==> src/hw/rtl/csb_queue.sv <==
// ----------------------------------------------------------------------------
// csb_queue: short command queue between front end and back end
// Register-based FIFO, first-word fall-through, push and pop in the same cycle.
// ----------------------------------------------------------------------------
module csb_queue #(
  parameter int WIDTH = 8,
  parameter int DEPTH = 4
) (
  input  logic             clk,
  input  logic             rst,
  input  logic             push,
  input  logic [WIDTH-1:0] din,
  output logic             full,
  input  logic             pop,
  output logic [WIDTH-1:0] dout,
  output logic             empty
);

  localparam int PW   = (DEPTH > 1) ? $clog2(DEPTH) : 1;
  localparam int CNTW = $clog2(DEPTH + 1);

  logic [WIDTH-1:0] slots [DEPTH];
  logic [PW-1:0]    wr_ptr, wr_ptr_next;
  logic [PW-1:0]    rd_ptr, rd_ptr_next;
  logic [CNTW-1:0]  count;

  assign full  = (count == CNTW'(DEPTH));
  assign empty = (count == '0);
  assign dout  = slots[rd_ptr];

  always_comb begin
    wr_ptr_next = (wr_ptr == PW'(DEPTH - 1)) ? '0 : wr_ptr + 1'b1;
    rd_ptr_next = (rd_ptr == PW'(DEPTH - 1)) ? '0 : rd_ptr + 1'b1;
  end

  always_ff @(posedge clk) begin
    if (push) begin
      slots[wr_ptr] <= din;
    end
  end

  always_ff @(posedge clk) begin
    if (rst) begin
      wr_ptr <= '0;
      rd_ptr <= '0;
      count  <= '0;
    end else begin
      if (push) begin
        wr_ptr <= wr_ptr_next;
      end
      if (pop) begin
        rd_ptr <= rd_ptr_next;
      end
      case ({push, pop})
        2'b10:   count <= count + 1'b1;
        2'b01:   count <= count - 1'b1;
        default: count <= count;
      endcase
    end
  end

  push_not_full: assert property (@(posedge clk) disable iff (rst) push |-> !full)
    else $error("queue overflow");
  pop_not_empty: assert property (@(posedge clk) disable iff (rst) pop |-> !empty)
    else $error("queue underflow");

endmodule

==> config.mk <==
export PLATFORM = sky130hd
export DESIGN_NAME = csb_queue
export DESIGN_NICKNAME = d
export VERILOG_FILES = /design/src/hw/rtl/csb_queue.sv
export SDC_FILE = /design/constraint.sdc
export NUM_CORES = 1
export LEC_CHECK = 0
export BUFFER_PORTS_ARGS = -buffer_cell sky130_fd_sc_hd__buf_2
export CAP_MARGIN = 0
export CORE_MARGIN = 5
export CORE_UTILIZATION = 59
export CTS_CLUSTER_DIAMETER = 150
export DETAILED_ROUTE_END_ITERATION = 12
export GPL_TIMING_DRIVEN = 0
export HOLD_SLACK_MARGIN = 0.06
export PLACE_DENSITY = 0.83
export SYNTH_ARGS = -nofsm -noshare
export SYNTH_HDL_FRONTEND = slang
export SYNTH_SLANG_ARGS = --single-unit
==> constraint.sdc <==
create_clock -name clk -period 2.8 [get_ports clk]
set_clock_uncertainty 0.1 [all_clocks]
set_input_delay 0.56 -clock clk [delete_from_list [all_inputs] [get_ports clk]]
set_output_delay 0.56 -clock clk [all_outputs]
set_load 0.1 [all_outputs]
==> results.sh <==
export IMPL_run_status="completed"
export IMPL_clkPwrFrac_pct=21.6
export IMPL_drt_pass1_iter_count=4
export IMPL_crit_slowest_cell="mux4_2"
export IMPL_fmax_ghz=0.427
export IMPL_min_to="slots[3][3]"
export IMPL_cp_required_ps=2140
export IMPL_hold_slack_ps=320
export IMPL_cp_top_family="multiplexers"
export IMPL_setup_violations=0
export IMPL_end_kind="output port"
export IMPL_core_sq_um=2690
export IMPL_hp_start="din[3]"
export IMPL_ant_nets=0
export IMPL_num_fill_cells=195
export IMPL_clock_latency_ps=340
export IMPL_die_h_um=62.2
export IMPL_hpwl_um=1830
export IMPL_ctsHoldBuffers=0
export IMPL_die_w_um=62.2
export IMPL_overflow=0
export IMPL_postCtsSetupRepairBufs=0
export IMPL_avgSynthCellArea_sq_um=17.8
export IMPL_rsz0062_at_grt="no"
export IMPL_rows=19
export IMPL_cts_buffers=5
export IMPL_maxCapViolCount=0
export IMPL_track_usage_pct=14.3
export IMPL_fin_crit_sh_pct=83.6
export IMPL_hold_path_class="in2reg"
export IMPL_mostFrequentLayoutCell="edfxtp_1"
export IMPL_synth_seq_cells=41
export IMPL_fin_util_pct=67.2
export IMPL_grt_max_degree=13
export IMPL_p_per_area_nw_per_um2=694
export IMPL_p_leak_uw=0.000678
export IMPL_max_slew_margin_pct=67.6
export IMPL_tns_ps=0
export IMPL_h_tree_depth=2
export IMPL_clkSinkCount=41
export IMPL_io_buffers=21
export IMPL_worstMarginPinSlew_ps=489
export IMPL_report_final_slew_viol_count=0
export IMPL_syn_cell_area_sq_um=1610
export IMPL_ios=22
export IMPL_yosysWarnings=0
export IMPL_initial_core_util_pct=59.8
export IMPL_final_cell_mix="edfxtp_1 (32), buf_2 (21), dfxtp_1 (9), mux4_2 (8)"
export IMPL_switching_share_pct=32.2
export IMPL_reg2reg_depth=5
export IMPL_slowest_delay_ps=520
export IMPL_drive_above_1_share_pct=32.8
export IMPL_place_congestion=0.690
export IMPL_vias=804
export IMPL_die_area_sq_um=3860
export IMPL_drt_iter0_drc=33
export IMPL_clockBufferDepth=2
export IMPL_reg2reg_slack_ps=1120
export IMPL_worst_r2r_endpoint="count[2]"
export IMPL_synthesis_instances=90
export IMPL_yosysSeqAreaShare_pct=71.1
export IMPL_final_cell_count_no_fill=150
export IMPL_p_total_uw=1250
export IMPL_vdd_ir_drop_max_mv=0.465
export IMPL_antenna_found_initial=0
export IMPL_p_sw_uw=404
export IMPL_path_cells="buf_6 > mux4_2 > buf_2"
export IMPL_wire_per_inst_um=16.5
export IMPL_grt_pass1_vias=865
export IMPL_n_antenna_cell=0
export IMPL_worstHoldPathCells=1
export IMPL_root_buffer="clkbuf_4"
export IMPL_criticalPathCategory="reg2out"
export IMPL_fin_nets=137
export IMPL_route_detailed_drc=0
export IMPL_start_kind="register"
export IMPL_avgViaCountPerCell=5.36
export IMPL_ys_types=18
export IMPL_critPathMaxFanout=8
export IMPL_pwr_share_comb_pct=22.3
export IMPL_crit_buf_inv=2
export IMPL_cts_tree="built"
export IMPL_p_int_uw=849
export IMPL_finalCriticalPeriod_ps=2340
export IMPL_r2r_start="count[0]"
export IMPL_arrival_ps=1680
export IMPL_syn_to_final_growth_pct=12.5
export IMPL_seq_power_share_pct=56.1
export IMPL_dp_cells=142
export IMPL_cts_resized=0
export IMPL_hold_viol=0
export IMPL_wl_um=2470
export IMPL_clk_pin_slew_ps=110
export IMPL_synth_net_count=109
export IMPL_grt_pass1_wl_um=4110
metal layers:
metal,global-route usage (%),share of wire [%]
met3,6.49,6.9
met4,6.50,2.1
met2,24.9,53
met5,0,0
met1,14.5,38
cells in the mapped netlist, drive strengths merged:
| library cell | count | area [sq um] |
|---|---|---|
| or3 | 1 | 6.26 |
| a21oi | 4 | 20.0 |
| fa | 1 | 20.0 |
| and2 | 4 | 25.0 |
| and3 | 1 | 6.26 |
| nor3b | 2 | 15.0 |
| o21ai | 1 | 5.00 |
| clkbuf | 1 | 5.00 |
| ha | 6 | 75.1 |
| inv | 7 | 26.3 |
| edfxtp | 32 | 961 |
| nor2 | 7 | 26.3 |
| dfxtp | 9 | 180 |
| xor2 | 2 | 17.5 |
| nor3 | 1 | 5.00 |
| mux4 | 8 | 180 |
| mux2i | 2 | 20.0 |
| buf | 1 | 11.3 |
worst reg2reg max path: stages, from the launching register on:
cell	delay (ps)
dfxtp_1	400
inv_1	90
fa_1	430
xor2_1	160
or3_1	310
a21oi_1	130
registers in the layout (all words and copies together) (netlist names), named ones only:
register and flops:
slots 32, count 3, rd_ptr 2, wr_ptr 2
worst max path at each step:
stage / slack, ps / from / cells past startpoint / endpoint
floorplan: 610 / count[1] / 1 / empty
global placement: 660 / push / 8 / count[2]
detailed placement: 620 / push / 8 / count[2]
CTS: 420 / register / 3 / dout[0]
global route: 350 / register / 3 / dout[0]
finish: 460 / register / 3 / dout[0]
final cells by class:
cell class | count | area [sq um] | area share, %
Inverter | 7 | 26.3 | 1.46
Timing Repair Buffer | 21 | 105 | 5.82
Sequential cell | 41 | 1140 | 63.2
Multi-Input combinational cell | 40 | 427 | 23.6
Buffer | 2 | 16.3 | 0.901
Clock buffer | 6 | 41.3 | 2.29
Tap cell | 31 | 38.8 | 2.15
Clock inverter | 2 | 10.0 | 0.554
power by group through the flow:
stage	combinational [uW]	sequential (uW)	clock, uW
6_report	280	702	270
3_3_place_gp	276	713	0
3_5_place_dp	282	717	0
4_1_cts	283	703	280
2_1_floorplan	234	712	0
5_1_grt	297	707	303
stage by stage:
| step | worst slack (ps) | instance area, sq um |
|---|---|---|
| 6_report | 459 | 1810 |
| 5_1_grt | 351 | 1810 |
| 4_1_cts | 420 | 1810 |
| 3_5_place_dp | 618 | 1750 |
| 3_3_place_gp | 655 | 1750 |
| 2_1_floorplan | 606 | 1610 |
logic make-up (layout without fill, tap and decap cells):
| family | Yosys count | count (layout) | share of synthesized area (%) |
|---|---|---|---|
| DFF | 41 | 41 | 71.1 |
| buffers and inverters | 9 | 38 | 2.65 |
| xor gates and xnor gates | 2 | 2 | 1.09 |
| muxes | 10 | 10 | 12.5 |
| and+or+nand+nor | 16 | 16 | 5.22 |
| adders and majority gates | 7 | 7 | 5.92 |
| AOI/OAI and AO/OA | 5 | 5 | 1.56 |
Power figures use the tool's default switching activity.
