$ cat src/hw/rtl/csb_pkg.sv
// ----------------------------------------------------------------------------
// csb_pkg: shared types and constants for the clipped sprite blitter
// Register indexes, operation codes, the command passed from the front end
// to the back end through the command queue, and fixed field widths.
// ----------------------------------------------------------------------------
package csb_pkg;

  localparam int CFG_W      = 11;
  localparam int IDX_W      = 3;
  localparam int OP_W       = 3;
  localparam int PIX_W      = 8;
  localparam int LOC_W      = 16;
  localparam int PROD_W     = 2 * CFG_W;
  localparam int FADDR_W    = PROD_W + 1;
  localparam int S_TDATA_W  = 24;
  localparam int M_TDATA_W  = 16;
  localparam int BLEND_DEPTH = 65536;
  localparam int MASK_DEPTH  = 256;
  localparam int QUEUE_DEPTH = 4;

  // configuration register indexes
  localparam logic [IDX_W-1:0] REG_FRAME_WIDTH   = 3'd0;
  localparam logic [IDX_W-1:0] REG_FRAME_HEIGHT  = 3'd1;
  localparam logic [IDX_W-1:0] REG_SPRITE_WIDTH  = 3'd2;
  localparam logic [IDX_W-1:0] REG_SPRITE_HEIGHT = 3'd3;
  localparam logic [IDX_W-1:0] REG_PLACE_X       = 3'd4;
  localparam logic [IDX_W-1:0] REG_PLACE_Y       = 3'd5;
  localparam logic [IDX_W-1:0] REG_BLEND_MODE    = 3'd6;
  localparam logic [IDX_W-1:0] REG_MASK_ENABLE   = 3'd7;

  localparam logic [CFG_W-1:0] RST_FRAME_WIDTH  = 11'd320;
  localparam logic [CFG_W-1:0] RST_FRAME_HEIGHT = 11'd200;
  localparam logic [CFG_W-1:0] RST_SPRITE_DIM   = 11'd1;

  // input operation codes
  localparam logic [OP_W-1:0] OP_PIXEL       = 3'd0;
  localparam logic [OP_W-1:0] OP_LOAD_BLEND  = 3'd1;
  localparam logic [OP_W-1:0] OP_LOAD_MASK   = 3'd2;
  localparam logic [OP_W-1:0] OP_WRITE_FRAME = 3'd3;
  localparam logic [OP_W-1:0] OP_READ_FRAME  = 3'd4;

  typedef enum logic [2:0] {
    CMD_NONE,
    CMD_DRAW,
    CMD_LOAD_BLEND,
    CMD_LOAD_MASK,
    CMD_WRITE,
    CMD_READ
  } cmd_kind_t;

  typedef struct packed {
    cmd_kind_t          kind;
    logic [PIX_W-1:0]   pix;
    logic [LOC_W-1:0]   loc;
    logic               blend;
    logic               mask_chk;
    logic               done;
  } cmd_t;

endpackage

$ cat src/hw/rtl/csb_front.sv
// ----------------------------------------------------------------------------
// csb_front: configuration, raster tracking and clipping
// Holds the configuration registers and the sprite raster position, decodes
// each input beat into a command, clips sprite pixels and forms the frame
// address (multiply registered, add and range check on the way out).
// ----------------------------------------------------------------------------
module csb_front #(
  parameter int FRAME_BYTES = 65536,
  parameter int MAX_DIM     = 1024
) (
  input  logic                          clk,
  input  logic                          rst,
  input  logic                          cfg_write,
  input  logic [csb_pkg::IDX_W-1:0]     cfg_index,
  input  logic [csb_pkg::CFG_W-1:0]     cfg_data,
  input  logic                          in_valid,
  output logic                          in_ready,
  input  logic [csb_pkg::OP_W-1:0]      in_op,
  input  logic [csb_pkg::PIX_W-1:0]     in_pix,
  input  logic [csb_pkg::LOC_W-1:0]     in_loc,
  output logic                          q_push,
  input  logic                          q_full,
  output csb_pkg::cmd_t                 q_cmd,
  output logic [$clog2(FRAME_BYTES)-1:0] q_addr
);
  import csb_pkg::*;

  localparam int AW = $clog2(FRAME_BYTES);
  localparam int CW = $clog2(MAX_DIM);
  localparam int DW = (CW + 1 > CFG_W) ? CW + 1 : CFG_W;
  localparam int XW = DW + 1;
  localparam logic [DW-1:0]      DIM_MAX = DW'(MAX_DIM);
  localparam logic [FADDR_W-1:0] FB_LIM  = FADDR_W'(FRAME_BYTES);

  logic [CFG_W-1:0] frame_width, frame_height, sprite_width, sprite_height;
  logic [CFG_W-1:0] place_x, place_y;
  logic [1:0]       blend_mode;
  logic             mask_enable;
  logic [CW-1:0]    sprite_col, sprite_row;

  logic             a_valid;
  cmd_t             a_cmd;
  logic [CFG_W-1:0] a_fx;
  logic [PROD_W-1:0] a_prod;

  logic             take;
  logic [DW-1:0]    w_eff, h_eff, col_inc, row_inc;
  logic             col_last, row_last;
  logic [XW-1:0]    fx, fy;
  logic             x_in, y_in, keyed_zero, loc_ok;
  cmd_t             cmd;
  logic [FADDR_W-1:0] addr_full;

  function automatic logic [DW-1:0] eff_dim(input logic [CFG_W-1:0] d);
    logic [DW-1:0] r;
    if (d == '0) begin
      r = DW'(1);
    end else if (DW'(d) > DIM_MAX) begin
      r = DIM_MAX;
    end else begin
      r = DW'(d);
    end
    return r;
  endfunction

  assign in_ready = !a_valid || !q_full;
  assign take     = in_valid && in_ready;

  always_comb begin
    w_eff    = eff_dim(sprite_width);
    h_eff    = eff_dim(sprite_height);
    col_inc  = DW'(sprite_col) + DW'(1);
    row_inc  = DW'(sprite_row) + DW'(1);
    col_last = (col_inc >= w_eff);
    row_last = (row_inc >= h_eff);

    fx = {{(XW - CFG_W){place_x[CFG_W-1]}}, place_x} + XW'(sprite_col);
    fy = {{(XW - CFG_W){place_y[CFG_W-1]}}, place_y} + XW'(sprite_row);
    x_in = !fx[XW-1] && (fx < XW'(frame_width));
    y_in = !fy[XW-1] && (fy < XW'(frame_height));
    keyed_zero = !blend_mode[1] && (in_pix == '0);
    loc_ok = (FADDR_W'(in_loc) < FB_LIM);

    cmd.pix      = in_pix;
    cmd.loc      = in_loc;
    cmd.blend    = blend_mode[0];
    cmd.mask_chk = mask_enable;
    cmd.done     = (in_op == OP_PIXEL) && col_last && row_last;
    case (in_op)
      OP_PIXEL:       cmd.kind = (x_in && y_in && !keyed_zero) ? CMD_DRAW : CMD_NONE;
      OP_LOAD_BLEND:  cmd.kind = CMD_LOAD_BLEND;
      OP_LOAD_MASK:   cmd.kind = (in_loc < LOC_W'(MASK_DEPTH)) ? CMD_LOAD_MASK : CMD_NONE;
      OP_WRITE_FRAME: cmd.kind = loc_ok ? CMD_WRITE : CMD_NONE;
      OP_READ_FRAME:  cmd.kind = loc_ok ? CMD_READ : CMD_NONE;
      default:        cmd.kind = CMD_NONE;
    endcase
  end

  // configuration and raster position
  always_ff @(posedge clk) begin
    if (rst) begin
      frame_width   <= RST_FRAME_WIDTH;
      frame_height  <= RST_FRAME_HEIGHT;
      sprite_width  <= RST_SPRITE_DIM;
      sprite_height <= RST_SPRITE_DIM;
      place_x       <= '0;
      place_y       <= '0;
      blend_mode    <= '0;
      mask_enable   <= 1'b0;
      sprite_col    <= '0;
      sprite_row    <= '0;
      a_valid       <= 1'b0;
    end else begin
      if (cfg_write) begin
        case (cfg_index)
          REG_FRAME_WIDTH:   frame_width   <= cfg_data;
          REG_FRAME_HEIGHT:  frame_height  <= cfg_data;
          REG_SPRITE_WIDTH:  sprite_width  <= cfg_data;
          REG_SPRITE_HEIGHT: sprite_height <= cfg_data;
          REG_PLACE_X:       place_x       <= cfg_data;
          REG_PLACE_Y:       place_y       <= cfg_data;
          REG_BLEND_MODE:    blend_mode    <= cfg_data[1:0];
          REG_MASK_ENABLE:   mask_enable   <= cfg_data[0];
          default:           mask_enable   <= mask_enable;
        endcase
      end
      if (take && (in_op == OP_PIXEL)) begin
        if (col_last) begin
          sprite_col <= '0;
          sprite_row <= row_last ? '0 : row_inc[CW-1:0];
        end else begin
          sprite_col <= col_inc[CW-1:0];
        end
      end
      if (in_ready) begin
        a_valid <= in_valid;
      end
    end
  end

  always_ff @(posedge clk) begin
    if (take) begin
      a_cmd  <= cmd;
      a_fx   <= fx[CFG_W-1:0];
      a_prod <= fy[CFG_W-1:0] * frame_width;
    end
  end

  // frame address and range check
  always_comb begin
    addr_full = FADDR_W'(a_prod) + FADDR_W'(a_fx);
    q_cmd     = a_cmd;
    if ((a_cmd.kind == CMD_DRAW) && (addr_full >= FB_LIM)) begin
      q_cmd.kind = CMD_NONE;
    end
    q_addr = (a_cmd.kind == CMD_DRAW) ? AW'(addr_full) : AW'(a_cmd.loc);
  end

  assign q_push = a_valid && !q_full;

  held_cmd_kept: assert property (@(posedge clk) disable iff (rst)
    a_valid && q_full |=> a_valid && $stable(a_cmd))
    else $error("command dropped while queue full");

endmodule

$ cat config.mk
export PLATFORM = sky130hd
export DESIGN_NAME = csb_front
export DESIGN_NICKNAME = d
export VERILOG_FILES = /design/src/hw/rtl/csb_pkg.sv /design/src/hw/rtl/csb_front.sv
export SDC_FILE = /design/constraint.sdc
export NUM_CORES = 1
export LEC_CHECK = 0
export BUFFER_PORTS_ARGS = -buffer_cell sky130_fd_sc_hd__clkbuf_2
export CAP_MARGIN = 20
export CORE_MARGIN = 1.5
export CORE_UTILIZATION = 61
export CTS_BUF_LIST = sky130_fd_sc_hd__clkbuf_2 sky130_fd_sc_hd__clkbuf_4 sky130_fd_sc_hd__clkbuf_8
export CTS_CLUSTER_DIAMETER = 100
export CTS_CLUSTER_SIZE = 20
export DETAILED_ROUTE_END_ITERATION = 7
export GPL_TIMING_DRIVEN = 0
export PLACE_DENSITY = 0.86
export SYNTH_ARGS = -nofsm -noshare
export SYNTH_HDL_FRONTEND = slang
export SYNTH_SLANG_ARGS = --single-unit
$ cat constraint.sdc
create_clock -name clk -period 8.7 [get_ports clk]
set_input_delay 0.435 -clock clk [delete_from_list [all_inputs] [get_ports clk]]
set_output_delay 0.435 -clock clk [all_outputs]
set_load 0.01 [all_outputs]
==> results_dict.tcl, run 1 <==
set metrics [dict create \
    grt-ovfl-total 0 \
    clk_pin_slew_ns 0.10 \
    yosys.area.top_type "edfxtp_1" \
    die_area_um2 21600 \
    synth_edf_count 63 \
    synth_common_cells "nand2_1 (245), inv_1 (146), ha_1 (135), a21oi_1 (107), dfxtp_1 (90)" \
    synth-seq-cells 153 \
    maxSlewViolCount 0 \
    cts_hold_buf 0 \
    holdCritPathClass "in2reg" \
    fillers 1612 \
    gp_congestion 0.959 \
    clock-skew-final_ns 0.0179 \
    end_kind "flop" \
    fp-row-count 52 \
    port_buffers 90 \
    core_area_um2 20300 \
    rsz0062_at_grt "no" \
    cts_buffer_depth 2 \
    maxClockFrequency_mhz 134 \
    yosysWarningCount 0 \
    grt.met2_usage 0.522 \
    cap_violations 0 \
    fin_tns_setup_ns 0 \
    cts_setup_buffers 0 \
    floorplan.initialDensity 0.624 \
    syn_to_final_growth_pct 9.49 \
    critPathRequiredTime_ns 8.98 \
    cts_root_buffer "clkbuf_8" \
    met1_usage 0.372 \
    timing.final.ws_setup_ns 1.24 \
    powerDensity_nw_per_um2 115 \
    wire_per_inst_um 17.4 \
    grt.total_usage 0.304 \
    drc 0 \
    ant_nets 0 \
    synthArstFlopShare 0 \
    nets 1825 \
    drive_above_1_share 0.107 \
    setup_viol 0 \
    cp_max_fo 10 \
    syn_area_um2 12700 \
    fin_crit_ns 7.46 \
    cts_buffers 17 \
    synth_seq_area_share 0.291 \
    synth_ff_type "dfxtp_1" \
    wl_mm 32.1 \
    die_h_um 147 \
    grtUsageMet3 0.0500 \
    vias 10900 \
    final_core_util 0.683 \
    ir_drop_uv 95.1 \
    grt_pass1_vias 10700 \
    syn_avg_cell_area_um2 8.73 \
    cts-resized-gates 0 \
    synth_top_area_share 0.149 \
    vias_per_cell 5.90 \
    cts_sinks 153 \
    synth_most_common_cell "nand2_1" \
    grt-busiest-layer "met2" \
    synth.area.top_cells "edfxtp_1 (15%), dfxtp_1 (14%), ha_1 (13%)" \
    leakage_nw 6.37 \
    cts_tree "built" \
    worstSetupPathType "reg2reg" \
    fin_cells 1844 \
    grt_pass1_wl_mm 51.7 \
    grt_max_degree 65 \
    finalHoldViolations 0 \
    placed_cells 1812 \
    cts-htree-levels 4 \
    status "complete, no violations" \
    drt_iter0_markers 809 \
    worstMarginPinSlew_ns 0.925 \
    synth_cell_types 65 \
    timing.slew.headroom 0.378 \
    fin_crit_sh 0.857 \
    synthCells 1452 \
    drtPass1Iterations 6 \
    io_pins 94 \
    n_antenna_cell 0 \
    antenna_found_initial 0 \
    dp_hpwl_mm 24.7 \
    arrival_ns 7.74 \
    startpoint_type "flop" \
    die_w_um 147 \
    clock_latency_ns 0.47 \
    place_ws_ns 1.37 \
    synthesis.nets 1716 \
]
==> power by group <==
group | leakage (nW) | internal, mW | switching, mW
clock network | 0.211 | 0.283 | 0.293
logic | 4.81 | 0.0841 | 0.140
registers | 1.35 | 0.774 | 0.0158
total | 6.37 | 1.14 | 0.449
==> worst paths after layout <==
check                             startpoint              endpoint  slack [ns]  depth (start not counted)
setup / recovery  sprite_row[0]$_SDFFE_PP0P_  a_prod[21]$_DFFE_PP_        1.24                         27
hold / removal                     in_loc[0]    q_cmd[3]$_DFFE_PP_        0.14                          1
setup reg to reg  sprite_row[0]$_SDFFE_PP0P_  a_prod[21]$_DFFE_PP_        1.24                         27
hold reg to reg   blend_mode[0]$_SDFFE_PP0P_    q_cmd[2]$_DFFE_PP_        0.44                          0
==> per-stage QoR <==
step | power (mW) | instance area (um2) | hold WS, ns
3_5_place_dp | 1.03 | 13500 | 0.417
3_3_place_gp | 1.02 | 13500 | 0.411
5_1_grt | 1.65 | 13900 | 0.121
2_1_floorplan | 0.945 | 12700 | 0.408
4_1_cts | 1.59 | 13900 | 0.121
6_report | 1.59 | 13900 | 0.136
==> per-layer routing <==
layer,share of wire,vias up,wire length [um]
li1,-,5152,-
met1,0.40,5147,12700
met2,0.48,472,15300
met3,0.083,110,2660
met4,0.044,0,1420
met5,0,-,0
==> worst max-delay path, cell delays in order, from the launching register on <==
cell and delay, ns:
dfxtp_1 0.48, ha_1 0.23, inv_1 0.06, fa_1 0.39
nor2b_1 0.14, o21ai_1 0.09, a21boi_1 0.21, o21ai_1 0.11
a21oi_1 0.33, or3_1 0.23, clkbuf_1 0.34, nand3_1 0.17
fa_1 0.50, fa_1 0.54, inv_1 0.05, fa_1 0.46
fa_1 0.54, inv_1 0.05, fa_1 0.52, inv_1 0.04
ha_1 0.26, nor4_1 0.30, nor3_1 0.09, o21ai_0 0.16
a21oi_1 0.20, a211o_1 0.31, a2111o_1 0.37, o211ai_1 0.12
==> state kept, by name (all words and copies together), names as in the netlist, 11 cells and up <==
register and count:
a_prod 22, place_y 11, q_cmd 27, frame_height 11
frame_width 11, sprite_width 11, sprite_height 11, a_fx 11
place_x 11
==> cells in the final DEF (no fill, tap or decap), types with 47 or more instances in the layout <==
cell type / n
and2_1: 47
clkbuf_1: 50
a21oi_1: 107
fa_1: 83
dfxtp_1: 90
nand2_1: 245
ha_1: 135
clkbuf_2: 90
edfxtp_1: 63
inv_1: 146
nor2_1: 56
==> area by class of cell <==
cell class              count  area, um2  share of cell area
plain buffers              81        412              0.0297
clock buffers              21        277              0.0199
clock inverters            11        135             0.00974
inverters                 148        556              0.0400
multi-input cells        1070       8010               0.578
flip-flops and latches    153       3690               0.266
well taps                 270        338              0.0243
repair buffers             90        450              0.0325
==> cells by family after synthesis <==
group,after synthesis,share of synthesized area
and+or+nand+nor,526,0.194
AOI/OAI and AO/OA,262,0.129
buffers and inverters,229,0.0763
adders and majority gates,218,0.264
DFF,153,0.291
xor gates and xnor gates,58,0.0401
muxes,6,0.00494
(Power assumes the default switching activity.)
==> run 2, diff against run 1 <==
==> constraint.sdc (replaced) <==
create_clock -name clk -period 8.7 [get_ports clk]
set_input_delay 0 -clock clk [delete_from_list [all_inputs] [get_ports clk]]
set_output_delay 0 -clock clk [all_outputs]
set_load 0.01 [all_outputs]
==> results_dict.tcl, run 2 (synthesized netlist as in run 1, its figures left out) <==
set metrics [dict create \
    gp_congestion 0.959 \
    holdCritPathClass "in2reg" \
    hp-start "cfg_index[1]" \
    cp_max_fo 10 \
    drc 0 \
    placed_cells 1812 \
    finalPower_mw 1.61 \
    place_area_um2 13500 \
    setup_viol 0 \
    grt-busiest-layer "met2" \
    status "complete, no violations" \
    cts_sinks 153 \
    final_common_cell "nand2_1" \
    finalHoldViolations 0 \
    startpoint_type "flop" \
    mostFrequentLayoutCells "nand2_1 (245), inv_1 (146), ha_1 (135)" \
    cts_hold_buf 42 \
    cts-htree-levels 4 \
    cap_violations 0 \
    die_w_um 147 \
    dp_hpwl_mm 24.7 \
    hold-worst-slack_ns 0.0175 \
    drtPass1Iterations 6 \
    cts_setup_buffers 0 \
    maxSlewViolCount 0 \
    clock-skew-final_ns 0.0160 \
    grtUsageMet3 0.0472 \
    drive_above_1_share 0.105 \
    port_buffers 90 \
    timing.final.ws_setup_ns 1.24 \
    leakage_nw 6.55 \
    cts_root_buffer "clkbuf_8" \
    fp-row-count 52 \
    design_area_um2 14300 \
    vias_per_cell 5.92 \
    worstSetupPathType "reg2reg" \
    cts_tree "built" \
    antenna_found_initial 0 \
    wire_per_inst_um 17.8 \
    syn_to_final_growth_pct 12.8 \
    clock_latency_ns 0.47 \
    vias 11200 \
    critPathRequiredTime_ns 8.99 \
    core_area_um2 20300 \
    worstMarginPinSlew_ns 0.955 \
    maxClockFrequency_mhz 134 \
    grt.met2_usage 0.551 \
    grt_pass1_wl_mm 54.0 \
    ir_drop_uv 97.3 \
    ant_nets 0 \
    drt_iter0_markers 805 \
    rr_startpoint "sprite_row[0]$_SDFFE_PP0P_" \
    grt_max_degree 65 \
    fillers 1535 \
    end_kind "flop" \
    io_pins 94 \
    met1_usage 0.380 \
    n_antenna_cell 0 \
    startpoint "sprite_row[0]$_SDFFE_PP0P_" \
    arrival_ns 7.75 \
    rsz0062_at_grt "no" \
    grt.total_usage 0.318 \
    final_core_util 0.704 \
    cts-resized-gates 0 \
    wl_mm 33.6 \
    fin_crit_sh 0.857 \
    cts_buffers 17 \
    fin_tns_setup_ns 0 \
    die_h_um 147 \
    powerDensity_nw_per_um2 113 \
    clk_pin_slew_ns 0.09 \
    fin_crit_ns 7.46 \
    nets 1867 \
    cts_buffer_depth 2 \
    timing.slew.headroom 0.359 \
    die_area_um2 21600 \
    fin_cells 1886 \
    floorplan.initialDensity 0.624 \
    largest_reg_flops 27 \
    grt-ovfl-total 0 \
    place_ws_ns 1.37 \
    grt_pass1_vias 11100 \
]
## run 2: power breakdown
part	switching (mW)	internal, mW	total [mW]
clock network	0.297	0.283	0.580
logic	0.147	0.0966	0.243
registers	0.0164	0.774	0.790
## run 2: worst paths after layout
check | to | slack (ns) | depth (start not counted)
hold reg to reg | q_cmd[2]$_DFFE_PP_ | 0.44 | 0
setup reg to reg | a_prod[21]$_DFFE_PP_ | 1.24 | 27
setup / recovery | a_prod[21]$_DFFE_PP_ | 1.24 | 27
hold / removal | mask_enable$_SDFFE_PP0P_ | 0.02 | 4
## run 2: metal layers
layer,share of wire,wire [um],up-vias
met4,0.054,1800,0
li1,-,-,5230
met5,0,0,-
met1,0.38,12900,5275
met2,0.48,16200,528
met3,0.080,2680,128
## run 2: critical path, cell delays in order, from the launching register on
cell	delay, ns
dfxtp_1	0.48
ha_1	0.23
inv_1	0.06
fa_1	0.39
nor2b_1	0.14
o21ai_1	0.09
a21boi_1	0.21
o21ai_1	0.11
a21oi_1	0.34
or3_1	0.23
clkbuf_1	0.34
nand3_1	0.17
fa_1	0.50
fa_1	0.54
inv_1	0.05
fa_1	0.46
fa_1	0.54
inv_1	0.05
fa_1	0.52
inv_1	0.04
ha_1	0.26
nor4_1	0.30
nor3_1	0.09
o21ai_0	0.15
a21oi_1	0.20
a211o_1	0.31
a2111o_1	0.37
o211ai_1	0.12
## run 2: layout make-up
cell class / count / area [um2] / area share
repair buffers: 132 / 871 / 0.0609
inverters: 148 / 556 / 0.0389
clock buffers: 21 / 277 / 0.0193
plain buffers: 81 / 412 / 0.0288
flip-flops and latches: 153 / 3690 / 0.258
well taps: 270 / 338 / 0.0236
clock inverters: 11 / 135 / 0.00945
multi-input cells: 1070 / 8010 / 0.561
